[src/rtl/core/oba_pkg.sv]
// Shared types and constants for the one-bit audio output block.
// Used by the front queue, the ring stage, the comparator stage and the top level.
package oba_pkg;

   localparam int RING_DEPTH    = 256;
   localparam int BLOCK_SAMPLES = 32;

   localparam int PTR_W   = $clog2(2 * RING_DEPTH);
   localparam int IDX_W   = $clog2(RING_DEPTH);
   localparam int BLK_W   = $clog2(BLOCK_SAMPLES + 1);
   localparam int FILL_W  = 9;
   localparam int CNT_W   = 32;
   localparam int SMP_W   = 16;
   localparam int THR_W   = 15;
   localparam int LIM_W   = 16;

   localparam int QDEPTH  = 4;
   localparam int QPTR_W  = $clog2(QDEPTH);
   localparam int QCNT_W  = $clog2(QDEPTH + 1);

   localparam int CSR_IDX_W  = 2;
   localparam int CSR_DATA_W = 16;
   localparam int RSP_W      = 112;

   localparam logic [CSR_IDX_W-1:0] REG_THRESHOLD     = 2'd0;
   localparam logic [CSR_IDX_W-1:0] REG_SILENCE_LIMIT = 2'd1;
   localparam logic [CSR_IDX_W-1:0] REG_MUTED         = 2'd2;

   localparam logic ACT_PUSH = 1'b0;
   localparam logic ACT_TICK = 1'b1;

   localparam logic [THR_W-1:0] THRESHOLD_RST     = 15'd256;
   localparam logic [LIM_W-1:0] SILENCE_LIMIT_RST = 16'd64;

   typedef struct packed {
      logic                    is_tick;
      logic signed [SMP_W-1:0] sample;
   } cmd_type;

   typedef struct packed {
      logic                    is_tick;
      logic                    rejected;
      logic                    underrun;
      logic [FILL_W-1:0]       fill_level;
      logic signed [SMP_W-1:0] sample;
   } ring_item_type;

endpackage

[src/rtl/core/oba_comp.sv]
// Back end: hysteresis comparator, quiet run, block and statistics counters,
// configuration registers and the result register. Depends on oba_pkg.
module oba_comp (
   input  logic                                  clock,
   input  logic                                  reset,
   input  logic                                  csr_we,
   input  logic [oba_pkg::CSR_IDX_W-1:0]         csr_index,
   input  logic [oba_pkg::CSR_DATA_W-1:0]        csr_wdata,
   input  logic                                  item_valid,
   output logic                                  item_take,
   input  oba_pkg::ring_item_type                item,
   output logic                                  rsp_tvalid,
   input  logic                                  rsp_tready,
   output logic [oba_pkg::RSP_W-1:0]             rsp_tdata
);

   logic [oba_pkg::THR_W-1:0]  thr_ff;
   logic [oba_pkg::LIM_W-1:0]  lim_ff;
   logic                       muted_ff;
   logic                       level_ff, level_in;
   logic [oba_pkg::LIM_W-1:0]  quiet_ff, quiet_in;
   logic [oba_pkg::BLK_W-1:0]  blk_ff, blk_in;
   logic [oba_pkg::CNT_W-1:0]  ticks_ff, ticks_in;
   logic [oba_pkg::CNT_W-1:0]  edges_ff, edges_in;
   logic [oba_pkg::CNT_W-1:0]  unders_ff, unders_in;
   logic                       rsp_valid_ff, rsp_valid_in;
   logic [oba_pkg::RSP_W-1:0]  rsp_data_ff, rsp_data_in;
   logic                       changed;
   logic                       refill;
   logic signed [16:0]         s17;
   logic signed [16:0]         t17;
   logic                       above;
   logic                       below;

   assign item_take = item_valid && (!rsp_valid_ff || rsp_tready);
   assign s17       = {item.sample[15], item.sample};
   assign t17       = {2'b00, thr_ff};
   assign above     = (s17 > t17);
   assign below     = (s17 < -t17);

   always_comb begin
      level_in  = level_ff;
      quiet_in  = quiet_ff;
      blk_in    = blk_ff;
      ticks_in  = ticks_ff;
      edges_in  = edges_ff;
      unders_in = unders_ff;
      changed   = 1'b0;
      refill    = 1'b0;
      if (item.is_tick) begin
         ticks_in = ticks_ff + 1'b1;
         if (item.underrun) begin
            unders_in = unders_ff + 1'b1;
         end
         priority if (muted_ff) begin
            level_in = 1'b0;
            quiet_in = lim_ff;
         end else if (above) begin
            level_in = 1'b1;
            quiet_in = '0;
         end else if (below) begin
            level_in = 1'b0;
            quiet_in = '0;
         end else if (quiet_ff < lim_ff) begin
            quiet_in = quiet_ff + 1'b1;
         end else begin
            level_in = 1'b0;
         end
         changed = (level_in != level_ff);
         if (changed) begin
            edges_in = edges_ff + 1'b1;
         end
         if (blk_ff + 1'b1 == oba_pkg::BLK_W'(oba_pkg::BLOCK_SAMPLES)) begin
            blk_in = '0;
            refill = 1'b1;
         end else begin
            blk_in = blk_ff + 1'b1;
         end
      end
      rsp_data_in  = {2'b00, unders_in, edges_in, ticks_in, item.fill_level,
                      item.rejected, refill, item.underrun, changed, level_in};
      rsp_valid_in = item_take ? 1'b1 : (rsp_tready ? 1'b0 : rsp_valid_ff);
   end

   always_ff @(posedge clock) begin
      if (reset) begin
         thr_ff       <= oba_pkg::THRESHOLD_RST;
         lim_ff       <= oba_pkg::SILENCE_LIMIT_RST;
         muted_ff     <= 1'b1;
         level_ff     <= 1'b0;
         quiet_ff     <= '0;
         blk_ff       <= '0;
         ticks_ff     <= '0;
         edges_ff     <= '0;
         unders_ff    <= '0;
         rsp_valid_ff <= 1'b0;
      end else begin
         if (csr_we) begin
            unique case (csr_index)
               oba_pkg::REG_THRESHOLD:     thr_ff   <= csr_wdata[oba_pkg::THR_W-1:0];
               oba_pkg::REG_SILENCE_LIMIT: lim_ff   <= csr_wdata;
               oba_pkg::REG_MUTED:         muted_ff <= csr_wdata[0];
               default: begin
               end
            endcase
         end
         if (item_take) begin
            level_ff  <= level_in;
            quiet_ff  <= quiet_in;
            blk_ff    <= blk_in;
            ticks_ff  <= ticks_in;
            edges_ff  <= edges_in;
            unders_ff <= unders_in;
         end
         rsp_valid_ff <= rsp_valid_in;
      end
   end

   always_ff @(posedge clock) begin
      if (item_take) begin
         rsp_data_ff <= rsp_data_in;
      end
   end

   assign rsp_tvalid = rsp_valid_ff;
   assign rsp_tdata  = rsp_data_ff;

endmodule

[config.mk]
export PLATFORM = sky130hd
export DESIGN_NAME = oba_comp
export DESIGN_NICKNAME = d
export VERILOG_FILES = /design/src/rtl/core/oba_pkg.sv /design/src/rtl/core/oba_comp.sv
export SDC_FILE = /design/constraint.sdc
export NUM_CORES = 1
export LEC_CHECK = 0
export ABC_CLOCK_PERIOD_IN_PS = 11230
export BUFFER_PORTS_ARGS = -buffer_cell sky130_fd_sc_hd__buf_2
export CAP_MARGIN = 20
export CORE_MARGIN = 4
export CORE_UTILIZATION = 49
export CTS_CLUSTER_SIZE = 28
export DETAILED_ROUTE_END_ITERATION = 7
export PLACE_DENSITY = 0.67
export RECOVER_POWER = 50
export SYNTH_ARGS = -nofsm -noshare
export SYNTH_HDL_FRONTEND = slang
export SYNTH_SLANG_ARGS = --single-unit
[constraint.sdc]
create_clock -name clock -period 11.23 [get_ports clock]
set_clock_uncertainty 0.05 [all_clocks]
set_input_delay 1.6845 -clock clock [delete_from_list [all_inputs] [get_ports clock]]
set_output_delay 1.6845 -clock clock [all_outputs]
set_load 0.02 [all_outputs]
==> impl_metrics.yaml <==
sta:
  tightest_slew_ns: 4.40
  slew_headroom_pct: -193
  drv_slew: 236
  fmax_mhz: 133
  rsz0062_at_grt: "false"
  fin_setup_tns_ns: 0
  finalCritPeriodShare_pct: 66.8
  finalSetupViolCount: 0
  final_hold_viol_count: 0
  period_needed_ns: 7.50
floorplanning:
  start_util_pct: 49.8
  fp-row-count: 59
  fp.dieW_um: 171
  die_height_um: 171
  io_pins: 165
  fp.dieArea_um2: 29100
  core_um2: 26000
worst_setup_path:
  timing.rr.start: "rsp_tvalid"
  ff2ff_setup_slack_ns: 5.05
  critPathRequiredTime_ns: 9.50
  crit_path_end_kind: "output pin"
  worst-path-max-fanout: 72
  worst_r2r_path_depth: 9
  crit_arrival_ns: 5.76
  r2r-end: "quiet_ff[8]"
  path_class: "in -> out"
  critPathLaunchType: "input pin"
pwr:
  power.share.combinational_pct: 7.8
  p_clk_share_pct: 42.2
  seqPwrFrac_pct: 49.9
  p_leak_nw: 5.48
  powerDensity_nw_per_um2: 141
  vdd_drop_max_mv: 0.149
  swShare_pct: 24.0
  p_int_mw: 1.57
  p_sw_mw: 0.497
yosys:
  yosys.area.top_type_share_pct: 25.5
  ys_seq_area_share_pct: 49.0
  synth.area.top_cells: "edfxtp_1, dfxtp_1, xor2_1, ha_1, xnor2_1"
  yosys_warnings: 0
  ys_async_sr_fraction_pct: 0
  syn_area_per_cell_um2: 9.46
  synth_top_flop_cell: "dfxtp_1"
  synth_cell_types: 68
  yosys.area.top_type: "edfxtp_1"
  synth_edf_count: 110
  synth_seq_cells: 262
  netlist_area_um2: 12900
  syn_inst: 1368
final_layout:
  multi_input_area_um2: 6150
  nFillCells: 2359
  n_antenna_cell: 0
  ff_latch_area_um2: 6350
  nets: 1608
  drive_gt1_share_pct: 7.33
  final_cells: 1862
  area_growth_syn_to_layout_pct: 13.7
hold_path:
  hp-start: "thr_ff[13]"
  hold_class: "reg -> reg"
  hold_end: "thr_ff[13]"
  hold_depth: 2
clock_tree:
  post_cts_buffers: 0
  clockRootBuffer: "clkbuf_16"
  cts.sinks: 262
  cts_made_buffers: 28
  cts-htree-levels: 1
  clk_pin_slew_ns: 0.06
  cts_resized: 0
  cts_tree: "yes"
  cts_hold_buf: 0
  clockBufferDepth: 3
  clk_latency_ns: 0.55
routing:
  drtIter0Drc: 551
  drc: 0
  via_count: 10100
  routedWlPerCell_um: 15.0
  antenna_left: 0
  drt_wl_total_um: 27900
  viasPerCell: 5.42
  first_pass_iters: 5
grt:
  track_usage_pct: 18.4
  grt_pass1_wl_um: 45300
  grt_overflow: 0
  grt_max_degree: 98
  antenna_found_initial: 0
  grt_pass1_vias: 9302
run:
  maxCapViolations: 3
status:
  outcome: "finished, violations left"
  failed_checks: "capacitance limit, slew limit"
place:
  gp_congestion: 0.846
  io_buffers: 162
  dpl.cell_count: 1809
  dp_hpwl_um: 19000
how the worst max path moves through the flow:
stage               slack, ns  cells past startpoint           to  startpoint
CTS                      6.44                      6    item_take  rsp_tready
detailed placement       6.27                      9  quiet_ff[3]  rsp_tready
global route             3.35                      6    item_take  rsp_tready
floorplan                3.92                      5    item_take  rsp_tready
global placement         6.37                      9  quiet_ff[8]  rsp_tready
finish                   3.73                      6    item_take  rsp_tready
cell families (layout without fill, tap and decap cells):
kind of cell               count (synthesis)  count (layout)  share of synthesized area (%)
adders and majority gates                 52              52                           5.03
buffers and inverters                    112             270                           3.47
AOI/OAI and AO/OA                        219             219                           9.93
and+or+nand+nor                          557             557                           21.1
DFF                                      262             262                           49.0
xor gates and xnor gates                 153             153                           10.4
muxes                                     12              12                           1.03
other                                      1               2                         0.0290
through the flow:
stage / total power [mW] / area [um^2] / hold WS [ns] / worst slack [ns] / util (%)
global placement: 1.22 / 14000 / 0.397 / 6.37 / 53.8
global route: 2.15 / 14700 / 0.424 / 3.35 / 56.6
CTS: 2.10 / 14900 / 0.413 / 6.44 / 57.2
finish: 2.07 / 14700 / 0.411 / 3.73 / 56.6
detailed placement: 1.22 / 14000 / 0.405 / 6.27 / 53.8
floorplan: 1.16 / 12900 / 0.386 / 3.92 / -
per-layer routing:
metal	track usage [%]	up-vias	routed length (um)
met3	2.50	43	1410
met5	0	-	0
li1	-	5104	-
met2	30.4	236	13000
met4	4.48	0	657
met1	25.9	4707	12900
sequential cells by signal, summed over array words and instances, names as in the netlist, 6 cells and up:
register   count
ticks_ff      32
lim_ff        16
edges_ff      32
blk_ff         6
thr_ff        15
unders_ff     32
rsp_tdata    110
quiet_ff      16
critical path, cell delays in order:
cell,delay (ns)
buf_2,0.09
nand2b_1,0.14
nand2_1,0.07
buf_4,0.36
clkinvlp_2,2.45
buf_2,0.92
power by group through the flow:
stage | Sequential (mW) | Combinational, mW | Clock (mW)
4_1_cts | 1.03 | 0.168 | 0.903
3_3_place_gp | 1.05 | 0.165 | 0
5_1_grt | 1.04 | 0.179 | 0.934
6_report | 1.03 | 0.162 | 0.875
3_5_place_dp | 1.05 | 0.167 | 0
2_1_floorplan | 1.08 | 0.0838 | 0
final cells by class:
type / count / share of cell area [%]
repair buffers: 171 / 4.98
clock buffers: 45 / 5.61
multi-input cells: 995 / 41.8
well taps: 335 / 2.85
inverters: 47 / 1.21
flip-flops and latches: 262 / 43.1
clock inverters: 7 / 0.400
synthesized netlist by cell type, types with 31 or more instances:
cell type,number
inv_1,47
clkbuf_1,45
nand4_1,31
ha_1,52
edfxtp_1,110
dfxtp_1,152
nor2_1,133
a21oi_1,107
nand2_1,154
xnor2_1,70
xor2_1,83
nor3_1,33
nand3_1,70
o21ai_0,44
layout by cell type, fill, tap and decap left out, types with 29 or more instances in the layout:
master	netlist	final
nor3_1	33	33
buf_2	11	48
nand2_1	154	154
inv_1	47	46
edfxtp_1	110	110
nand4_1	31	31
clkbuf_1	45	127
ha_1	52	52
and3_1	29	29
xnor2_1	70	70
dfxtp_1	152	152
a21oi_1	107	107
xor2_1	83	83
or3_1	29	29
nor2_1	133	132
clkbuf_16	0	29
nand3_1	70	70
o21ai_0	44	44
No activity file was read; power rests on OpenSTA's default activity.
