==> src/rtl/core/oba_pkg.sv <==
// Shared types and constants for the one-bit audio output block.
// Used by the front queue, the ring stage, the comparator stage and the top level.
package oba_pkg;

   localparam int RING_DEPTH    = 256;
   localparam int BLOCK_SAMPLES = 32;

   localparam int PTR_W   = $clog2(2 * RING_DEPTH);
   localparam int IDX_W   = $clog2(RING_DEPTH);
   localparam int BLK_W   = $clog2(BLOCK_SAMPLES + 1);
   localparam int FILL_W  = 9;
   localparam int CNT_W   = 32;
   localparam int SMP_W   = 16;
   localparam int THR_W   = 15;
   localparam int LIM_W   = 16;

   localparam int QDEPTH  = 4;
   localparam int QPTR_W  = $clog2(QDEPTH);
   localparam int QCNT_W  = $clog2(QDEPTH + 1);

   localparam int CSR_IDX_W  = 2;
   localparam int CSR_DATA_W = 16;
   localparam int RSP_W      = 112;

   localparam logic [CSR_IDX_W-1:0] REG_THRESHOLD     = 2'd0;
   localparam logic [CSR_IDX_W-1:0] REG_SILENCE_LIMIT = 2'd1;
   localparam logic [CSR_IDX_W-1:0] REG_MUTED         = 2'd2;

   localparam logic ACT_PUSH = 1'b0;
   localparam logic ACT_TICK = 1'b1;

   localparam logic [THR_W-1:0] THRESHOLD_RST     = 15'd256;
   localparam logic [LIM_W-1:0] SILENCE_LIMIT_RST = 16'd64;

   typedef struct packed {
      logic                    is_tick;
      logic signed [SMP_W-1:0] sample;
   } cmd_type;

   typedef struct packed {
      logic                    is_tick;
      logic                    rejected;
      logic                    underrun;
      logic [FILL_W-1:0]       fill_level;
      logic signed [SMP_W-1:0] sample;
   } ring_item_type;

endpackage

==> src/rtl/core/oba_ring.sv <==
// Ring stage: sample ring memory, read and write pointers, fill level and underrun.
// Depends on oba_pkg.
module oba_ring (
   input  logic                   clock,
   input  logic                   reset,
   input  logic                   cmd_valid,
   output logic                   cmd_pop,
   input  oba_pkg::cmd_type       cmd,
   output logic                   item_valid,
   input  logic                   item_take,
   output oba_pkg::ring_item_type item
);

   logic [oba_pkg::SMP_W-1:0]   ring_mem [oba_pkg::RING_DEPTH];
   logic [oba_pkg::SMP_W-1:0]   rd_data_ff;
   logic [oba_pkg::PTR_W-1:0]   wp_ff, wp_in;
   logic [oba_pkg::PTR_W-1:0]   rp_ff, rp_in;
   logic                        s1_valid_ff, s1_valid_in;
   logic                        s1_tick_ff, s1_rej_ff, s1_under_ff;
   logic [oba_pkg::FILL_W-1:0]  s1_fill_ff;
   logic [oba_pkg::PTR_W-1:0]   fill_now;
   logic [oba_pkg::PTR_W-1:0]   fill_next;
   logic [oba_pkg::IDX_W-1:0]   wr_idx;
   logic [oba_pkg::IDX_W-1:0]   rd_idx;
   logic                        full;
   logic                        empty;
   logic                        load;
   logic                        do_write;
   logic                        do_read;

   function automatic logic [oba_pkg::PTR_W-1:0] ptr_step(input logic [oba_pkg::PTR_W-1:0] p);
      if (p == oba_pkg::PTR_W'(2 * oba_pkg::RING_DEPTH - 1)) begin
         return '0;
      end
      return p + 1'b1;
   endfunction

   function automatic logic [oba_pkg::IDX_W-1:0] ptr_idx(input logic [oba_pkg::PTR_W-1:0] p);
      if (p >= oba_pkg::PTR_W'(oba_pkg::RING_DEPTH)) begin
         return oba_pkg::IDX_W'(p - oba_pkg::PTR_W'(oba_pkg::RING_DEPTH));
      end
      return oba_pkg::IDX_W'(p);
   endfunction

   assign load       = cmd_valid && (!s1_valid_ff || item_take);
   assign cmd_pop    = load;
   assign fill_now   = (wp_ff >= rp_ff) ? wp_ff - rp_ff
                                        : wp_ff + oba_pkg::PTR_W'(2 * oba_pkg::RING_DEPTH) - rp_ff;
   assign full       = (fill_now >= oba_pkg::PTR_W'(oba_pkg::RING_DEPTH));
   assign empty      = (wp_ff == rp_ff);
   assign wr_idx     = ptr_idx(wp_ff);
   assign rd_idx     = ptr_idx(rp_ff);
   assign do_write   = load && !cmd.is_tick && !full;
   assign do_read    = load && cmd.is_tick && !empty;

   always_comb begin
      wp_in       = do_write ? ptr_step(wp_ff) : wp_ff;
      rp_in       = do_read ? ptr_step(rp_ff) : rp_ff;
      s1_valid_in = load ? 1'b1 : (item_take ? 1'b0 : s1_valid_ff);
      fill_next   = fill_now;
      if (do_write) begin
         fill_next = fill_now + 1'b1;
      end else if (do_read) begin
         fill_next = fill_now - 1'b1;
      end
   end

   always_ff @(posedge clock) begin
      if (reset) begin
         wp_ff       <= '0;
         rp_ff       <= '0;
         s1_valid_ff <= 1'b0;
      end else begin
         wp_ff       <= wp_in;
         rp_ff       <= rp_in;
         s1_valid_ff <= s1_valid_in;
      end
   end

   always_ff @(posedge clock) begin
      if (do_write) begin
         ring_mem[wr_idx] <= cmd.sample;
      end
      if (do_read) begin
         rd_data_ff <= ring_mem[rd_idx];
      end
   end

   always_ff @(posedge clock) begin
      if (load) begin
         s1_tick_ff  <= cmd.is_tick;
         s1_rej_ff   <= !cmd.is_tick && full;
         s1_under_ff <= cmd.is_tick && empty;
         s1_fill_ff  <= oba_pkg::FILL_W'(fill_next);
      end
   end

   assign item_valid      = s1_valid_ff;
   assign item.is_tick    = s1_tick_ff;
   assign item.rejected   = s1_rej_ff;
   assign item.underrun   = s1_under_ff;
   assign item.fill_level = s1_fill_ff;
   assign item.sample     = s1_under_ff ? '0 : $signed(rd_data_ff);

endmodule

==> config.mk <==
export PLATFORM = sky130hd
export DESIGN_NAME = oba_ring
export DESIGN_NICKNAME = d
export VERILOG_FILES = /design/src/rtl/core/oba_pkg.sv /design/src/rtl/core/oba_ring.sv
export SDC_FILE = /design/constraint.sdc
export NUM_CORES = 2
export LEC_CHECK = 0
export BUFFER_PORTS_ARGS = -buffer_cell sky130_fd_sc_hd__clkbuf_2
export CORE_MARGIN = 4
export CORE_UTILIZATION = 33
export CTS_BUF_LIST = sky130_fd_sc_hd__clkbuf_16
export DETAILED_ROUTE_END_ITERATION = 7
export HOLD_SLACK_MARGIN = 0.02
export PLACE_DENSITY = 0.52
export REMOVE_ABC_BUFFERS = 1
export SYNTH_ARGS = -nofsm -noshare
export SYNTH_HDL_FRONTEND = slang
export SYNTH_SLANG_ARGS = --single-unit
==> constraint.sdc <==
create_clock -name clock -period 7.4 [get_ports clock]
set_input_delay 1.48 -clock clock [delete_from_list [all_inputs] [get_ports clock]]
set_output_delay 1.48 -clock clock [all_outputs]
set_load 0.02 [all_outputs]
==> Flow_metrics.wiki <==
{| class="wikitable"
! Metric !! Value
|-
| Run status || complete, no violations
|-
| Yosys cell types || 82
|-
| Worst hold path class || flop to flop
|-
| Critical path required time || 7.98 ns
|-
| Worst slew margin relative to its limit || 5.727%
|-
| Comb power frac || 3.4%
|-
| Predominant post-synthesis flop cell || edfxtp_1
|-
| Clock tree from TritonCTS || done
|-
| Switch Pwr || 10380 µW
|-
| Count of final setup violators || 0
|-
| Cts bufs inserted || 423
|-
| Worst Slack Setup Final || 1.293 ns
|-
| Min Clock Period, post-route || 6.107 ns
|-
| Share of the yosys chip area belonging to registers || 77.22%
|-
| Initial Util || 33.11%
|-
| Total Neg Setup Slack || 0 ns
|-
| Average size of a mapped cell || 21.27 µm²
|-
| Data arrival time of the critical path || 6.69 ns
|-
| Growth of design area from synthesis to finish || 14.36%
|-
| List of most frequent post-synthesis cells || edfxtp_1 (4124), mux4_2 (891), mux2i_1 (448)
|-
| Worst reg2reg path startpoint || rp_ff[1]
|-
| Design internal power || 38560 µW
|-
| Critical path launch point type || flop
|-
| Design Area, Final || 184000 µm²
|-
| Number of warnings issued by yosys || 0
|-
| CTS sink cnt || 4143
|-
| Die extent in x || 706.2 µm
|-
| Final period utilization || 82.53%
|-
| Standard cell core area || 485900 µm²
|-
| Total of flip-flops plus latches after synthesis || 4143
|-
| Reg2Reg Depth || 12
|-
| Clk buf depth || 4
|-
| Number of primary I/O pins || 51
|-
| DRC violation count after routing || 0
|-
| CTS Hold Buffers Added || 0
|-
| Resized cells post-CTS || 0
|-
| Share of total power in the clock network || 43.8%
|-
| Mapped Area || 160900 µm²
|-
| Average routed wire per standard cell || 33.01 µm
|-
| Ratio of total power to cell area || 266.0 nW/µm²
|-
| Pins over their slew limit || 0
|-
| Max-cap viol count || 0
|-
| Worst Hold Path Cells || 2
|-
| Register-to-register setup slack || 1.29 ns
|-
| Worst Setup End Kind || flop
|-
| Launching instance or port of the critical path || rp_ff[1]
|-
| DRT iter0 DRCs || 10798
|-
| Share of the synthesized area in the top cell type || 76.99%
|-
| Top-count cell post-synth || edfxtp_1
|-
| Clock latency on the worst-skew pair || 1.00 ns
|-
| Fraction of registers with async set or reset after synthesis || 0%
|-
| Height of the die || 706.2 µm
|-
| Capture instance of the worst register-to-register path || ring_mem[185][3]
|-
| Aggregate routed wire length || 487400 µm
|-
| Critical Setup Path Class || flop to flop
|-
| Ratio of routed vias to standard cells || 5.465
|-
| Share of the core filled with cells || 37.86%
|-
| Setup repair after global routing missed its margin || no
|-
| Clock Root Buffer || clkbuf_16
|-
| # port buffers || 50
|-
| Fin. Hold Viols || 0
|-
| Worst setup timing slack at the placement stage || 1.363 ns
|-
| Total number of placement rows || 256
|-
| Top post-synthesis cells by area || edfxtp_1 (77%), mux4_2 (12%), mux2i_1 (2.8%), nor2_1 (0.98%), a21oi_1 (0.64%)
|-
| Number of flops mapped to enable cells by yosys || 4124
|-
| Clock-pin slew reported for the worst setup and hold paths after clock tree synthesis || 0.06 ns
|-
| Number of levels in the clock H-tree || 5
|-
| Antenna viol nets, final || 0
|-
| Layout net count || 7981
|-
| Detailed Routing Iterations Pass 1 || 6
|-
| Crit path to || ring_mem[185][3]
|-
| Largest net degree at the start of global routing || 181
|-
| Post-DP Area || 170000 µm²
|-
| FMAX || 163.7 MHz
|-
| Post-CTS setup-driven buffer insertion count || 0
|-
| Remaining global-route overflow || 0
|-
| LEAKAGE || 0.05551 µW
|-
| Antenna violations before repair || 26
|-
| Die area || 498700 µm²
|-
| Switching part of the total || 21.20%
|-
| Largest vdd supply drop || 0.0002169 V
|-
| Total vias in the final route || 80674
|-
| Post-Syn Instances || 7561
|-
| Layout cells sized above 1 || 25.21%
|-
| Global-route wire length before repair || 671500 µm
|-
| Worst Path Max Fanout || 26
|-
| Vias in the first global route || 80640
|-
| Final clock skew || 0.05187 ns
|-
| Slew at the pin closest to its max-slew limit || 1.411 ns
|-
| Overall track demand over capacity in global routing || 19.05%
|-
| RePlAce Congestion || 0.8551
|-
| Detailed Place HPWL || 294000 µm
|-
| Post-synthesis cell type with the largest combined area || edfxtp_1
|-
| Overall power || 48940 µW
|-
| Proportion of power drawn by flip-flops and latches || 52.8%
|}
[logic make-up after synthesis]
logic type	share of synthesized area, %
xor+xnor	0.1416
flops	77.22
mux	15.50
fa+ha+maj	0.1478
simple gates	2.159
buf+inv	1.766
compound gates	3.060
[worst min path at each step]
stage	start	to	slack (ns)
6_report	item_valid	item_valid	0.53
5_1_grt	item_valid	item_valid	0.55
3_3_place_gp	rp_ff[8]	rp_ff[8]	0.54
2_1_floorplan	wp_ff[8]	wp_ff[8]	0.51
4_1_cts	item_valid	item_valid	0.53
3_5_place_dp	item_valid	item_valid	0.53
[layout by cell type (no fill, tap or decap), drive strengths merged, types with 9 or more instances in the layout]
cell type,instances
mux4,901
clkbuf,464
mux2,11
a221oi,101
bufinv,47
a21oi,207
o22ai,94
o21ai,149
nand2,198
a211oi,36
o31ai,10
xnor2,20
and2,9
nand4,9
nor2,421
diode,11
buf,358
clkinv,207
o221ai,20
a22oi,22
mux2i,448
a2111oi,17
edfxtp,4124
clkinvlp,14
inv,104
nand3,33
nor2b,39
a31oi,15
ha,19
nor3,34
o211ai,15
dfxtp,19
nor4,19
[per-stage QoR]
step | cells | hold slack, ns
after global routing | 14753 | 0.5511
after floorplan | 7123 | 0.5097
after detailed placement | 13966 | 0.5326
after global placement | 13965 | 0.5394
after CTS | 14752 | 0.5347
final | 14763 | 0.5277
[final cells by class]
class,count,area (µm²)
clock inverters,357,3228
multi-input cells,2965,34230
fillers,43398,301900
flip-flops and latches,4143,124200
inverters,15,73.82
repair buffers,393,3359
diodes,11,27.53
clock buffers,429,10740
well taps,6450,8070
[critical path, cell delays in order (launching register included)]
cell,delay (ns)
dfxtp_4,0.77
inv_1,0.37
ha_1,0.44
nor2b_1,0.21
o21a_1,0.26
o21a_1,0.21
o21a_1,0.15
a211oi_2,0.05
buf_4,0.20
nor4b_1,0.83
nand2_2,0.79
buf_4,0.51
nor2_2,0.86
[sequential cells by signal, indices dropped and copies added, names as in the netlist]
register	flops
rp_ff	9
wp_ff	9
s1_under_ff	1
s1_tick_ff	1
s1_fill_ff	9
item_valid	1
rd_data_ff	16
ring_mem	4096
s1_rej_ff	1
[per-layer routing]
layer / up-vias / track usage [%] / part of all wire (%)
met3: 613 / 3.088 / 7.7
li1: 32437 / - / -
met1: 43916 / 26.72 / 42
met2: 3704 / 30.58 / 48
met5: - / 0 / 0.0053
met4: 4 / 5.741 / 3.1
[power groups by stage]
| stage | combinational, µW | clock [µW] | sequential [µW] |
|---|---|---|---|
| finish | 1660 | 21400 | 25800 |
| floorplan | 1980 | 0 | 26500 |
| global placement | 1670 | 0 | 26300 |
| CTS | 1690 | 21800 | 25800 |
| detailed placement | 1690 | 0 | 26300 |
| global route | 1750 | 22800 | 25800 |
No activity file was read; power rests on OpenSTA's default activity.
