`src/rtl/core/oba_pkg.sv`:
```
// Shared types and constants for the one-bit audio output block.
// Used by the front queue, the ring stage, the comparator stage and the top level.
package oba_pkg;

   localparam int RING_DEPTH    = 256;
   localparam int BLOCK_SAMPLES = 32;

   localparam int PTR_W   = $clog2(2 * RING_DEPTH);
   localparam int IDX_W   = $clog2(RING_DEPTH);
   localparam int BLK_W   = $clog2(BLOCK_SAMPLES + 1);
   localparam int FILL_W  = 9;
   localparam int CNT_W   = 32;
   localparam int SMP_W   = 16;
   localparam int THR_W   = 15;
   localparam int LIM_W   = 16;

   localparam int QDEPTH  = 4;
   localparam int QPTR_W  = $clog2(QDEPTH);
   localparam int QCNT_W  = $clog2(QDEPTH + 1);

   localparam int CSR_IDX_W  = 2;
   localparam int CSR_DATA_W = 16;
   localparam int RSP_W      = 112;

   localparam logic [CSR_IDX_W-1:0] REG_THRESHOLD     = 2'd0;
   localparam logic [CSR_IDX_W-1:0] REG_SILENCE_LIMIT = 2'd1;
   localparam logic [CSR_IDX_W-1:0] REG_MUTED         = 2'd2;

   localparam logic ACT_PUSH = 1'b0;
   localparam logic ACT_TICK = 1'b1;

   localparam logic [THR_W-1:0] THRESHOLD_RST     = 15'd256;
   localparam logic [LIM_W-1:0] SILENCE_LIMIT_RST = 16'd64;

   typedef struct packed {
      logic                    is_tick;
      logic signed [SMP_W-1:0] sample;
   } cmd_type;

   typedef struct packed {
      logic                    is_tick;
      logic                    rejected;
      logic                    underrun;
      logic [FILL_W-1:0]       fill_level;
      logic signed [SMP_W-1:0] sample;
   } ring_item_type;

endpackage

```
`src/rtl/core/oba_front.sv`:
```
// Front part: takes input transfers, decodes them into commands and queues them.
// Depends on oba_pkg.
module oba_front (
   input  logic             clock,
   input  logic             reset,
   input  logic             req_tvalid,
   output logic             req_tready,
   input  logic             req_tuser,
   input  logic [15:0]      req_tdata,
   output logic             cmd_valid,
   input  logic             cmd_pop,
   output oba_pkg::cmd_type cmd
);

   oba_pkg::cmd_type                 q_ff [oba_pkg::QDEPTH];
   logic [oba_pkg::QPTR_W-1:0]       wr_ff, wr_in;
   logic [oba_pkg::QPTR_W-1:0]       rd_ff, rd_in;
   logic [oba_pkg::QCNT_W-1:0]       cnt_ff, cnt_in;
   logic                             push;
   logic                             pop;

   assign req_tready = (cnt_ff != oba_pkg::QCNT_W'(oba_pkg::QDEPTH));
   assign push       = req_tvalid && req_tready;
   assign cmd_valid  = (cnt_ff != '0);
   assign pop        = cmd_valid && cmd_pop;
   assign cmd        = q_ff[rd_ff];

   always_comb begin
      wr_in  = push ? wr_ff + 1'b1 : wr_ff;
      rd_in  = pop ? rd_ff + 1'b1 : rd_ff;
      cnt_in = cnt_ff;
      if (push && !pop) begin
         cnt_in = cnt_ff + 1'b1;
      end else if (pop && !push) begin
         cnt_in = cnt_ff - 1'b1;
      end
   end

   always_ff @(posedge clock) begin
      if (reset) begin
         wr_ff  <= '0;
         rd_ff  <= '0;
         cnt_ff <= '0;
      end else begin
         wr_ff  <= wr_in;
         rd_ff  <= rd_in;
         cnt_ff <= cnt_in;
      end
   end

   always_ff @(posedge clock) begin
      if (push) begin
         q_ff[wr_ff].is_tick <= (req_tuser == oba_pkg::ACT_TICK);
         q_ff[wr_ff].sample  <= $signed(req_tdata);
      end
   end

endmodule

```
`config.mk`:
```
export PLATFORM = sky130hd
export DESIGN_NAME = oba_front
export DESIGN_NICKNAME = d
export VERILOG_FILES = /design/src/rtl/core/oba_pkg.sv /design/src/rtl/core/oba_front.sv
export SDC_FILE = /design/constraint.sdc
export NUM_CORES = 1
export LEC_CHECK = 0
export BUFFER_PORTS_ARGS = -buffer_cell sky130_fd_sc_hd__buf_2
export CAP_MARGIN = 20
export CORE_UTILIZATION = 56
export CTS_CLUSTER_SIZE = 8
export DETAILED_ROUTE_END_ITERATION = 6
export PLACE_DENSITY = 0.78
export SLEW_MARGIN = 20
export SYNTH_ARGS = -nofsm -noshare
export SYNTH_HDL_FRONTEND = slang
export SYNTH_SLANG_ARGS = --single-unit
```
`constraint.sdc`:
```
create_clock -name clock -period 2.9 [get_ports clock]
set_clock_uncertainty 0.15 [all_clocks]
set_input_delay 0.435 -clock clock [delete_from_list [all_inputs] [get_ports clock]]
set_output_delay 0.435 -clock clock [all_outputs]
set_load 0.02 [all_outputs]
```
==> results of run 1 <==
## flip-flops by register name (all words and copies together) (netlist names), named ones only
register  count
q_ff         68
cnt_ff        3
rd_ff         2
wr_ff         2
## final cells by class
cell class                      count  area, µm²  share of cell area
Tap cell                           70       87.6              0.0252
Inverter                            3       11.3             0.00324
Multi-Input combinational cell     52        692               0.199
Clock buffer                       11        131              0.0378
Sequential cell                    77       2220               0.639
Clock inverter                      5       98.8              0.0284
Timing Repair Buffer               44        233              0.0670
## through the flow
stage / hold WS [ps] / total power [µW] / instances
after floorplan: 332 / 2050 / 137
after global placement: 345 / 2220 / 246
after detailed placement: 365 / 2270 / 246
after CTS: 153 / 3180 / 262
after global routing: 150 / 3300 / 262
final: 163 / 3150 / 262
## cell families (layout without fill, tap and decap cells)
family,count (synthesis),after routing,share of synthesized area
buffers and inverters,8,63,0.0190
AND/OR/NAND/NOR,17,17,0.0282
XOR/XNOR,4,4,0.0118
multiplexers,20,20,0.148
AO/OA/AOI/OAI,5,5,0.0168
flip-flops,77,77,0.748
adder cells (fa/ha/maj),6,6,0.0278
## layer usage
| layer | up-vias | global-route usage | share of wire |
|---|---|---|---|
| met5 | - | 0 | 0 |
| met4 | 0 | 0.0901 | 0.0058 |
| met3 | 8 | 0.0509 | 0.040 |
| met2 | 43 | 0.352 | 0.58 |
| met1 | 710 | 0.212 | 0.38 |
| li1 | 655 | - | - |
## synthesized netlist by cell type
cell type and number:
nand2b_1 2, buf_12 1, xor2_1 4, a21oi_1 1, o21ai_0 1, mux4_2 10
dfxtp_1 9, nand2_1 1, o31ai_2 1, fa_1 1, buf_6 1, nor2_1 8
edfxtp_1 68, ha_1 5, inv_1 3, and2_1 4, mux2_1 1, or3_1 2
clkbuf_1 1, buf_2 2, mux4_1 7, mux2i_1 2, o311ai_1 1, a21boi_4 1
## power breakdown
group	internal (µW)	leakage, µW	switching (µW)
logic	356	0.000433	447
registers	1350	0.000697	82.6
clock network	568	0.000115	344
total	2280	0.00125	873
## layout by cell type (no fill, tap or decap), types with 2 or more instances in the layout
cell type / instances
nand2b_1: 2
xor2_1: 4
buf_2: 39
mux4_2: 10
mux4_1: 7
edfxtp_1: 68
inv_1: 3
nor2_1: 8
clkbuf_8: 9
ha_1: 5
or3_1: 2
buf_4: 5
bufinv_16: 3
mux2i_1: 2
clkbuf_1: 2
dfxtp_1: 9
and2_1: 4
## worst register-to-register path: cells and delay by family (launching register included)
family                     cells  cell delay [ps]
and+or+nand+nor                2              460
buffers and inverters          1               70
adders and majority gates      2              620
DFF                            1              480
xor gates and xnor gates       1              170
AOI/OAI and AO/OA              2              410
## how the worst max path moves through the flow
| stage | endpoint | depth (start not counted) | from | slack (ps) |
|---|---|---|---|---|
| final | cnt_ff[2] | 8 | cnt_ff[0] | 480 |
| after global placement | cnt_ff[2] | 8 | cnt_ff[0] | 710 |
| after detailed placement | cnt_ff[2] | 8 | cnt_ff[0] | 470 |
| after floorplan | cnt_ff[2] | 8 | cnt_ff[0] | 750 |
| after global routing | cnt_ff[2] | 8 | cnt_ff[0] | 360 |
| after CTS | cnt_ff[2] | 8 | cnt_ff[0] | 470 |
==> impl_summary.log, run 1 <==
INFO  metric run_status = complete, no violations
INFO  metric die-area = 5600 µm²
INFO  metric crit_chain = nor2_1 -> a21boi_4 -> ha_1 -> inv_1 -> fa_1 -> xor2_1 -> or3_1 -> a21oi_1
INFO  metric ant_nets = 0
INFO  metric final_layout_size_suffix_gt1_frac = 0.359
INFO  metric power_leakage = 0.00125 µW
INFO  metric maxCapViolCount = 0
INFO  metric synth_nets = 164
INFO  metric antennaDiodeCount = 0
INFO  metric hold_path.class = primary input to flip-flop
INFO  metric clock_slew_at_the_register_clock_pins_of_the_worst_setup_and_hold_paths = 80 ps
INFO  metric finalHoldViolCount = 0
INFO  metric worst_r2r_endpoint = cnt_ff[2]
INFO  metric initial_antenna_violation_count = 0
INFO  metric worstSetupEndpointType = flip-flop
INFO  metric postCtsResizedCells = 0
INFO  metric yosys.cell_types.count = 24
INFO  metric timing.max_slew.rel_slack = 0.500
INFO  metric filler_cell_count = 317
INFO  metric grt-ovfl-total = 0
INFO  metric synth.cell_area = 2970 µm²
INFO  metric num_rows = 26
INFO  metric place_congestion = 0.780
INFO  metric via_count = 1416
INFO  metric die_y = 74.8 µm
INFO  metric cts.root.buffer_cell = clkbuf_8
INFO  metric cts_tree = done
INFO  metric detail_route.iter0.violations = 59
INFO  metric cts_setup_buffers = 0
INFO  metric floorplan.initialDensity = 0.582
INFO  metric timing.critical_path.fanout_max = 7
INFO  metric grt_start_max_net_pins = 18
INFO  metric hold_start = req_tuser
INFO  metric holdBufCountCts = 0
INFO  metric flow.area_growth_from_synthesis = 17.0%
INFO  metric total_routed_wirelength = 4820 µm
INFO  metric detailed_place_hpwl = 3100 µm
INFO  metric portion_of_synthesized_cell_area_occupied_by_the_leading_cell_type = 0.687
INFO  metric yosysSeqAreaShare = 0.748
INFO  metric detailed_place.area = 3250 µm²
INFO  metric dp_worst_setup_slack = 471 ps
INFO  metric post-route-util = 0.681
INFO  metric synth_area_leader_cell = edfxtp_1
INFO  metric rsz0062_at_grt = false
INFO  metric grt.total_usage = 0.194
INFO  metric critPathKind = flip-flop to flip-flop
INFO  metric fin_nets = 214
INFO  metric detailedRoute.firstPassIterationCount = 4
INFO  metric worst-slew-pin-transition = 749 ps
INFO  metric critical_path.slowest_cell = dfxtp_1
INFO  metric irDropWorstVdd = 0.000504 V
INFO  metric startpoint_type = flip-flop
INFO  metric ctsLongestPathBuffers = 2
INFO  metric clock_tree.htree_level_count = 3
INFO  metric cpPeakStageDelay = 480 ps
INFO  metric die_w = 74.8 µm
INFO  metric synthCells = 137
INFO  metric worstHoldPathCells = 1
INFO  metric r2r.worst_path.cells = 8
INFO  metric rr_startpoint = cnt_ff[0]
INFO  metric worst_skew_pair.late_latency = 330 ps
INFO  metric numPortBuffers = 39
INFO  metric final_min_period_over_clock_period = 0.833
INFO  metric setup_viol = 0
INFO  metric hold_path_end = q_ff[2][16]
INFO  metric final.min_clock_period = 2420 ps
INFO  metric ys_top_cells_by_area = edfxtp_1 (69%), mux4_2 (7.6%), mux4_1 (6.2%), dfxtp_1 (6.1%), ha_1 (2.1%)
INFO  metric vias_per_cell = 5.40
INFO  metric fin_setup_tns = 0 ps
INFO  metric pwr_density_cell = 906 nW/µm²
INFO  metric cts-buffers-inserted = 9
INFO  metric critical_path.top_delay_family = adder cells
INFO  metric first_global_vias = 1545
INFO  metric i_o_pin_count = 40
INFO  metric stdcell_area = 3480 µm²
INFO  metric syn-mean-instance-area = 21.7 µm²
INFO  metric synth_warnings = 0
INFO  metric cp.required = 3010 ps
INFO  metric avgRoutedWirePerCell = 18.4 µm
INFO  metric timing.fmax = 414 MHz
INFO  metric tritoncts_num_sinks = 77
INFO  metric grt_first_pass_wirelength = 7320 µm
INFO  metric register_to_register_path_setup_slack = 480 ps
INFO  metric core = 5110 µm²
INFO  metric synth_seq_cells = 77
INFO  metric slew_violations = 0
INFO  metric timing.final.ws_setup = 484 ps
INFO  metric cp.arrival = 2520 ps
INFO  metric worstPathBufferInverterCount = 1
INFO  metric drt_drc_violations_left = 0
Power figures use the tool's default switching activity.
==> inputs of run 2 (changes only) <==
--- a/config.mk
+++ b/config.mk
@@ -7,10 +7,10 @@
 export LEC_CHECK = 0
 export BUFFER_PORTS_ARGS = -buffer_cell sky130_fd_sc_hd__buf_2
 export CAP_MARGIN = 20
-export CORE_UTILIZATION = 56
+export CORE_UTILIZATION = 51
 export CTS_CLUSTER_SIZE = 8
 export DETAILED_ROUTE_END_ITERATION = 6
-export PLACE_DENSITY = 0.78
+export PLACE_DENSITY = 0.75
 export SLEW_MARGIN = 20
 export SYNTH_ARGS = -nofsm -noshare
 export SYNTH_HDL_FRONTEND = slang
==> constraint.sdc (replaced) <==
create_clock -name clock -period 2.2 [get_ports clock]
set_clock_uncertainty 0.15 [all_clocks]
set_input_delay 0.33 -clock clock [delete_from_list [all_inputs] [get_ports clock]]
set_output_delay 0.33 -clock clock [all_outputs]
set_load 0.02 [all_outputs]
==> run 2 against run 1 <==
Net effect:
- clock-buffer cell count down 2
- critical path type unchanged
- design area rose by 2.4%
- sequential power is 31% higher
- final cell count grew 3.4%
- sequential share of layout area shrank 1.2 points
- combinational power increased by 52%
- largest cell class unchanged
==> impl_summary.log, run 2 (same netlist as run 1, synthesis figures left out) <==
INFO  metric run_status = complete, no violations
INFO  metric reg_top3 = q_ff: 68 flops, cnt_ff: 3 flops
INFO  metric clock_tree.htree_level_count = 3 (unchanged)
INFO  metric top_register = q_ff
INFO  metric clock_slew_at_the_register_clock_pins_of_the_worst_setup_and_hold_paths = 80 ps (about the same)
INFO  metric rsz0062_at_grt = true
INFO  metric grt-ovfl-total = 0 (unchanged)
INFO  metric i_o_pin_count = 40 (unchanged)
INFO  metric vias_per_cell = 5.33 (-1.3%)
INFO  metric crit_chain = o31ai_4 -> ha_2 -> inv_1 -> fa_2 -> xor2_1 -> or3_1 -> a21oi_1
INFO  metric cpPeakStageDelay = 380 ps (-100 ps)
INFO  metric detailedRoute.firstPassIterationCount = 4 (unchanged)
INFO  metric worst-slew-pin-transition = 280 ps (-468 ps)
INFO  metric tritoncts_num_sinks = 77 (unchanged)
INFO  metric worstSetupEndpointType = flip-flop
INFO  metric total_routed_wirelength = 5020 µm (+4.3%)
INFO  metric power.total = 4190 µW (+33%)
INFO  metric layout.cells.most_common_list = edfxtp_1 (68), buf_2 (39), mux4_2 (10), buf_4 (10), clkbuf_8 (9)
INFO  metric critPathKind = flip-flop to flip-flop
INFO  metric irDropWorstVdd = 0.000549 V (+9.0%)
INFO  metric startpoint_type = flip-flop
INFO  metric final_min_period_over_clock_period = 0.974 (+0.141)
INFO  metric cts-buffers-inserted = 9 (unchanged)
INFO  metric finalHoldViolCount = 0 (unchanged)
INFO  metric largest_reg_flops = 68 (unchanged)
INFO  metric dp_worst_setup_slack = -96.4 ps (-568 ps)
INFO  metric timing.max_slew.rel_slack = 0.810 (+0.310)
INFO  metric detail_route.iter0.violations = 93 (+58%)
INFO  metric place_congestion = 0.630 (-19%)
INFO  metric drt_drc_violations_left = 0 (unchanged)
INFO  metric antennaDiodeCount = 0 (unchanged)
INFO  metric cp.required = 2310 ps (-700 ps)
INFO  metric grt_start_max_net_pins = 18 (unchanged)
INFO  metric final_layout_size_suffix_gt1_frac = 0.407 (+0.0477)
INFO  metric slew_violations = 0 (unchanged)
INFO  metric hold_path.class = primary input to flip-flop
INFO  metric initial_antenna_violation_count = 0 (unchanged)
INFO  metric fin_nets = 221 (+3.3%)
INFO  metric grt_first_pass_wirelength = 7510 µm (+2.6%)
INFO  metric timing.critical_path.fanout_max = 6 (-1)
INFO  metric power_leakage = 0.00128 µW (+2.7%)
INFO  metric core = 5570 µm² (+9.1%)
INFO  metric stdcell_area = 3560 µm² (+2.4%)
INFO  metric die_w = 78.3 µm (+4.7%)
INFO  metric timing.fmax = 467 MHz (+13%)
INFO  metric timing.final.ws_setup = 58.1 ps (-426 ps)
INFO  metric cts.root.buffer_cell = clkbuf_8
INFO  metric final.min_clock_period = 2140 ps (-274 ps)
INFO  metric maxCapViolCount = 0 (unchanged)
INFO  metric via_count = 1445 (+2.0%)
INFO  metric flow.area_growth_from_synthesis = 19.8%
INFO  metric register_to_register_path_setup_slack = 60 ps (-430 ps)
INFO  metric die_y = 78.3 µm (+4.7%)
INFO  metric layout.cells.most_common = edfxtp_1
INFO  metric grt.total_usage = 0.176 (-0.0184)
INFO  metric ctsLongestPathBuffers = 2 (unchanged)
INFO  metric avgRoutedWirePerCell = 18.5 µm (+0.86%)
INFO  metric critical_path.slowest_cell = dfxtp_4
INFO  metric numPortBuffers = 39 (unchanged)
INFO  metric detailed_place_hpwl = 3240 µm (+4.3%)
INFO  metric worst_skew_pair.late_latency = 330 ps (about the same)
INFO  metric floorplan.initialDensity = 0.533 (-0.0487)
INFO  metric detailed_place.area = 3280 µm² (+1.2%)
INFO  metric num_rows = 27 (+3.8%)
INFO  metric die-area = 6130 µm² (+9.5%)
INFO  metric pwr_density_cell = 1180 nW/µm² (+30%)
INFO  metric ant_nets = 0 (unchanged)
INFO  metric first_global_vias = 1516 (-1.9%)
INFO  metric setup_viol = 0 (unchanged)
INFO  metric cp.arrival = 2250 ps (-270 ps)
INFO  metric filler_cell_count = 394 (+24%)
INFO  metric cts_tree = done
## run 2: cell count changes in the layout (fill, tap and decap cells not counted), moves of 2 or more
cell      before  now
dfxtp_4        0    2
dfxtp_2        0    2
dfxtp_1        9    5
clkinv_1       1    4
clkbuf_1       2    0
buf_4          5   10
## run 2: metal layers
metal	global-route usage	share of wire
met5	0	0
met3	0.0488	0.043
met4	0.0667	0.011
met1	0.200	0.41
met2	0.313	0.54
## run 2: stage by stage
| stage | utilization | setup TNS [ps] | cells | hold slack (ps) |
|---|---|---|---|---|
| after global placement | 0.589 | 0 | 251 | 343 |
| after floorplan | - | 0 | 137 | 279 |
| final | 0.638 | 0 | 271 | 59.4 |
| after detailed placement | 0.589 | -96.4 | 251 | 371 |
| after CTS | 0.630 | 0 | 268 | 44.9 |
| after global routing | 0.638 | -33.0 | 271 | 37.8 |
## run 2: final timing paths
kind,start,cells after the start,endpoint
worst min register to register,rd_ff[1],2,flip-flop
worst min-delay path,req_tdata[1],1,q_ff[3][1]
worst max-delay path,cnt_ff[1],7,cnt_ff[2]
worst max register to register,cnt_ff[1],7,cnt_ff[2]
## run 2: power breakdown
part	total [µW]	internal (µW)	switching, µW
combinational	1220	571	651
clock	1080	621	457
sequential	1890	1790	97.2
## run 2: area by class of cell
| class | count | area [µm²] | share of cell area |
|---|---|---|---|
| multi-input cells | 52 | 706 | 0.198 |
| flip-flops and latches | 77 | 2230 | 0.627 |
| repair buffers | 51 | 315 | 0.0886 |
| clock buffers | 9 | 124 | 0.0348 |
| well taps | 72 | 90.1 | 0.0253 |
| inverters | 3 | 11.3 | 0.00316 |
| clock inverters | 7 | 80.1 | 0.0225 |
## run 2: timing repair
action                                  4_1_cts  5_1_grt
buffers inserted                              1        2
endpoints found under the setup margin        1        2
gates resized for setup                       6        3
gates cloned                                  0        1
hold buffers                                  0        0
pin swaps                                     2        3
## run 2: worst max-delay path, delay by kind of cell, from the launching register on
kind / cells / cell delay [ps]
fa+ha+maj: 2 / 580
compound gates: 2 / 420
flops: 1 / 380
simple gates: 1 / 310
xor+xnor: 1 / 170
buf+inv: 1 / 60
==> inputs of run 3 (changes only) <==
--- a/config.mk
+++ b/config.mk
@@ -5,12 +5,13 @@
 export SDC_FILE = /design/constraint.sdc
 export NUM_CORES = 1
 export LEC_CHECK = 0
+export ABC_AREA = 1
 export BUFFER_PORTS_ARGS = -buffer_cell sky130_fd_sc_hd__buf_2
 export CAP_MARGIN = 20
 export CORE_UTILIZATION = 51
 export CTS_CLUSTER_SIZE = 8
 export DETAILED_ROUTE_END_ITERATION = 6
-export PLACE_DENSITY = 0.75
+export PLACE_DENSITY = 0.74
 export SLEW_MARGIN = 20
 export SYNTH_ARGS = -nofsm -noshare
 export SYNTH_HDL_FRONTEND = slang
==> run 3 against run 2 <==
Net effect:
- synthesized cell count is 69% higher
- highest routed layer unchanged
- design area increased by 0.60%
- register-to-register slack improved by 180 ps
- final cell count grew 33%
- synthesized area increased by 5.7%
- core utilization is 3.4 points lower
- critical endpoint is now cmd[8]
- largest cell class unchanged
==> impl_summary.log, run 3 <==
INFO  metric run_status = complete, no violations
INFO  metric irDropWorstVdd = 0.000564 V (+2.8%)
INFO  metric finalHoldViolCount = 0 (unchanged)
INFO  metric total_routed_wirelength = 5370 µm (+6.9%)
INFO  metric hold_path_end = q_ff[3][7]
INFO  metric timing.max_slew.rel_slack = 0.810 (about the same)
INFO  metric synth_warnings = 0 (unchanged)
INFO  metric share_comb_of_total_power = 0.307 (+0.015)
INFO  metric layout.cells.most_common = edfxtp_1
INFO  metric ctsLongestPathBuffers = 2 (unchanged)
INFO  metric stdcell_area = 3580 µm² (+0.60%)
INFO  metric final_layout_size_suffix_gt1_frac = 0.304 (-0.103)
INFO  metric synth_ff_type = edfxtp_1
INFO  metric ant_nets = 0 (unchanged)
INFO  metric numPortBuffers = 39 (unchanged)
INFO  metric die_w = 80.5 µm (+2.8%)
INFO  metric top_register = q_ff
INFO  metric detailed_place_hpwl = 3400 µm (+5.0%)
INFO  metric rr_startpoint = cnt_ff[1]
INFO  metric reg_top3 = q_ff: 68 flops, cnt_ff: 3 flops
INFO  metric detail_route.iter0.violations = 101 (+8.6%)
INFO  metric flow.area_growth_from_synthesis = 14.0%
INFO  metric finalHoldWorstSlack = 49.5 ps (-9.88 ps)
INFO  metric worstSetupEndpointType = primary output
INFO  metric power_leakage = 0.00135 µW (+5.2%)
INFO  metric detailed_place.area = 3400 µm² (+3.6%)
INFO  metric largest_reg_flops = 68 (unchanged)
INFO  metric syn-mean-instance-area = 13.5 µm² (-38%)
INFO  metric via_count = 1881 (+30%)
INFO  metric hold_start = req_tdata[7]
INFO  metric synth_compound_gate_area_share = 0.120 (+0.103)
INFO  metric synth-simple-area-share = 0.0944 (+0.0662)
INFO  metric setup_viol = 0 (unchanged)
INFO  metric yosys.cell_types.count = 24 (unchanged)
INFO  metric synthCells = 232 (+69%)
INFO  metric i_o_pin_count = 40 (unchanged)
INFO  metric cts_setup_buffers = 0 (-1)
INFO  metric grt.total_usage = 0.180 (+0.00443)
INFO  metric yosys.area_share.adder = 0.0263 (-0.00151)
INFO  metric final_min_period_over_clock_period = 0.949 (-0.0246)
INFO  metric maxCapViolCount = 0 (unchanged)
INFO  metric floorplan.initialDensity = 0.530 (-0.00245)
INFO  metric synth_nets = 259 (+58%)
INFO  metric first_global_vias = 1720 (+13%)
INFO  metric yosys-mux-area-fraction = 0 (-0.148)
INFO  metric final.min_clock_period = 2090 ps (-54.1 ps)
INFO  metric die-area = 6480 µm² (+5.6%)
INFO  metric place_congestion = 0.702 (+11%)
INFO  metric grt-ovfl-total = 0 (unchanged)
INFO  metric post_synth_edffs = 68 (unchanged)
INFO  metric cts_tree = done
INFO  metric slew_violations = 0 (unchanged)
INFO  metric drt_drc_violations_left = 0 (unchanged)
INFO  metric worstHoldPathCells = 1 (unchanged)
INFO  metric initial_antenna_violation_count = 0 (unchanged)
INFO  metric timing.critical_path.fanout_max = 10 (+4)
INFO  metric cp.arrival = 1610 ps (-640 ps)
INFO  metric detailedRoute.firstPassIterationCount = 4 (unchanged)
INFO  metric cp.required = 1720 ps (-590 ps)
INFO  metric yosysMostFrequentCell = edfxtp_1
INFO  metric pwr_density_cell = 1140 nW/µm² (-3.3%)
INFO  metric worst-slew-pin-transition = 285 ps (+4.35 ps)
INFO  metric internal_power = 2690 µW (-10%)
INFO  metric fin_nets = 308 (+39%)
INFO  metric grt_first_pass_wirelength = 8160 µm (+8.6%)
INFO  metric cts-buffers-inserted = 9 (unchanged)
INFO  metric hold_path.class = primary input to flip-flop
INFO  metric register_to_register_path_setup_slack = 240 ps (+180 ps)
INFO  metric r2r.worst_path.cells = 9 (+2)
INFO  metric fin_setup_tns = 0 ps (unchanged)
INFO  metric avgRoutedWirePerCell = 14.9 µm (-20%)
INFO  metric core = 5920 µm² (+6.2%)
INFO  metric xor_and_xnor_area_share_after_synthesis = 0.00279 (-0.00901)
INFO  metric filler_cell_count = 463 (+18%)
INFO  metric share_of_flip_flops_with_an_asynchronous_set_or_reset_after_synthesis = 0 (unchanged)
INFO  metric timing.fmax = 479 MHz (+2.6%)
INFO  metric switchingPower = 1390 µW (+15%)
INFO  metric net_sw_frac = 0.341 (+0.0537)
INFO  metric synth_area_leader_cell = edfxtp_1
INFO  metric synth_top_family_by_area = compound AO/OA/AOI/OAI gates
INFO  metric antennaDiodeCount = 0 (unchanged)
INFO  metric layout.cells.most_common_list = edfxtp_1 (68), nor2_1 (47), buf_2 (39), inv_1 (13), o21ai_1 (13)
INFO  metric worst_skew_pair.late_latency = 340 ps (about the same)
INFO  metric vias_per_cell = 5.21 (-2.3%)
INFO  metric synth.cell_area = 3140 µm² (+5.7%)
INFO  metric yosysSeqAreaShare = 0.708 (-0.0405)
INFO  metric critPathKind = flip-flop to primary output
INFO  metric grt_start_max_net_pins = 35 (+17)
INFO  metric ys_top_cells_by_area = edfxtp_1 (65%), dfxtp_1 (5.7%), nor2_1 (5.6%), o21ai_2 (2.8%), o22ai_2 (2.8%)
INFO  metric synthTopCellsByCount = edfxtp_1 (68), nor2_1 (47), inv_1 (13), o21ai_1 (13), o21ai_0 (12)
INFO  metric rsz0062_at_grt = false
INFO  metric clock_tree.htree_level_count = 3 (unchanged)
INFO  metric share_of_power_burned_in_registers = 0.465 (+0.014)
INFO  metric cts.root.buffer_cell = clkbuf_8
INFO  metric num_rows = 28 (+3.7%)
INFO  metric portion_of_synthesized_cell_area_occupied_by_the_leading_cell_type = 0.650 (-0.0372)
INFO  metric startpoint_type = flip-flop
INFO  metric clock_slew_at_the_register_clock_pins_of_the_worst_setup_and_hold_paths = 80 ps (about the same)
INFO  metric worst_r2r_endpoint = cnt_ff[1]
INFO  metric power_frac_clock = 0.228 (-0.029)
INFO  metric die_y = 80.5 µm (+2.8%)
INFO  metric synth_seq_cells = 77 (unchanged)
INFO  metric tritoncts_num_sinks = 77 (unchanged)
[run 3: area by class of cell]
type,count,area (µm²),share of cell area
clock buffer,14,163,0.0454
clock inverter,2,10.0,0.00280
inverter,16,67.6,0.0189
multi-input combinational,130,766,0.214
sequential,77,2220,0.621
tap,75,93.8,0.0262
timing repair buffer,47,255,0.0713
[run 3: cells by family (layout without fill, tap and decap cells)]
kind of cell             count (synthesis)  count (layout)
AO/OA/AOI/OAI                           55              55
XOR/XNOR                                 1               1
adder cells (fa/ha/maj)                  6               6
buffers and inverters                   25              79
flip-flops                              77              77
AND/OR/NAND/NOR                         68              68
[run 3: worst max-delay path by stage]
stage	cells past startpoint	to	slack, ps	from
global route	4	cmd[8]	30	flip-flop
floorplan	4	q_ff[0][0]	240	cnt_ff[0]
finish	4	cmd[8]	110	flip-flop
detailed placement	13	cnt_ff[2]	240	cnt_ff[0]
global placement	9	cnt_ff[1]	330	cnt_ff[1]
CTS	4	cmd[8]	70	flip-flop
[run 3: per-stage QoR]
stage | utilization | cells | total power, µW | worst slack, ps
after floorplan | - | 232 | 2860 | 240
after global placement | 0.575 | 345 | 3150 | 326
after detailed placement | 0.575 | 345 | 3190 | 240
after CTS | 0.605 | 361 | 4120 | 65.2
after global routing | 0.605 | 361 | 4300 | 29.1
final | 0.605 | 361 | 4080 | 112
[run 3: what timing repair did]
item,in CTS,in global routing
gates resized for setup,3,0
hold buffers,0,0
endpoints found under the setup margin,9,0
[run 3: power groups by stage]
stage | clock network (µW) | registers, µW | logic (µW)
after global placement | 0 | 1920 | 1240
after global routing | 1010 | 1910 | 1380
after detailed placement | 0 | 1930 | 1260
final | 931 | 1890 | 1250
after floorplan | 0 | 1890 | 977
after CTS | 958 | 1900 | 1270
[run 3: metal layers]
layer | vias up | global-route usage | part of all wire
met4 | 0 | 0.105 | 0.021
met3 | 10 | 0.0523 | 0.066
met5 | - | 0 | 0
met2 | 52 | 0.282 | 0.51
met1 | 891 | 0.221 | 0.41
li1 | 928 | - | -
[run 3: critical path: stages (launching register included)]
cell and delay (ps):
dfxtp_2 470, buf_4 220, o21ai_0 110, o22ai_1 250, buf_2 220
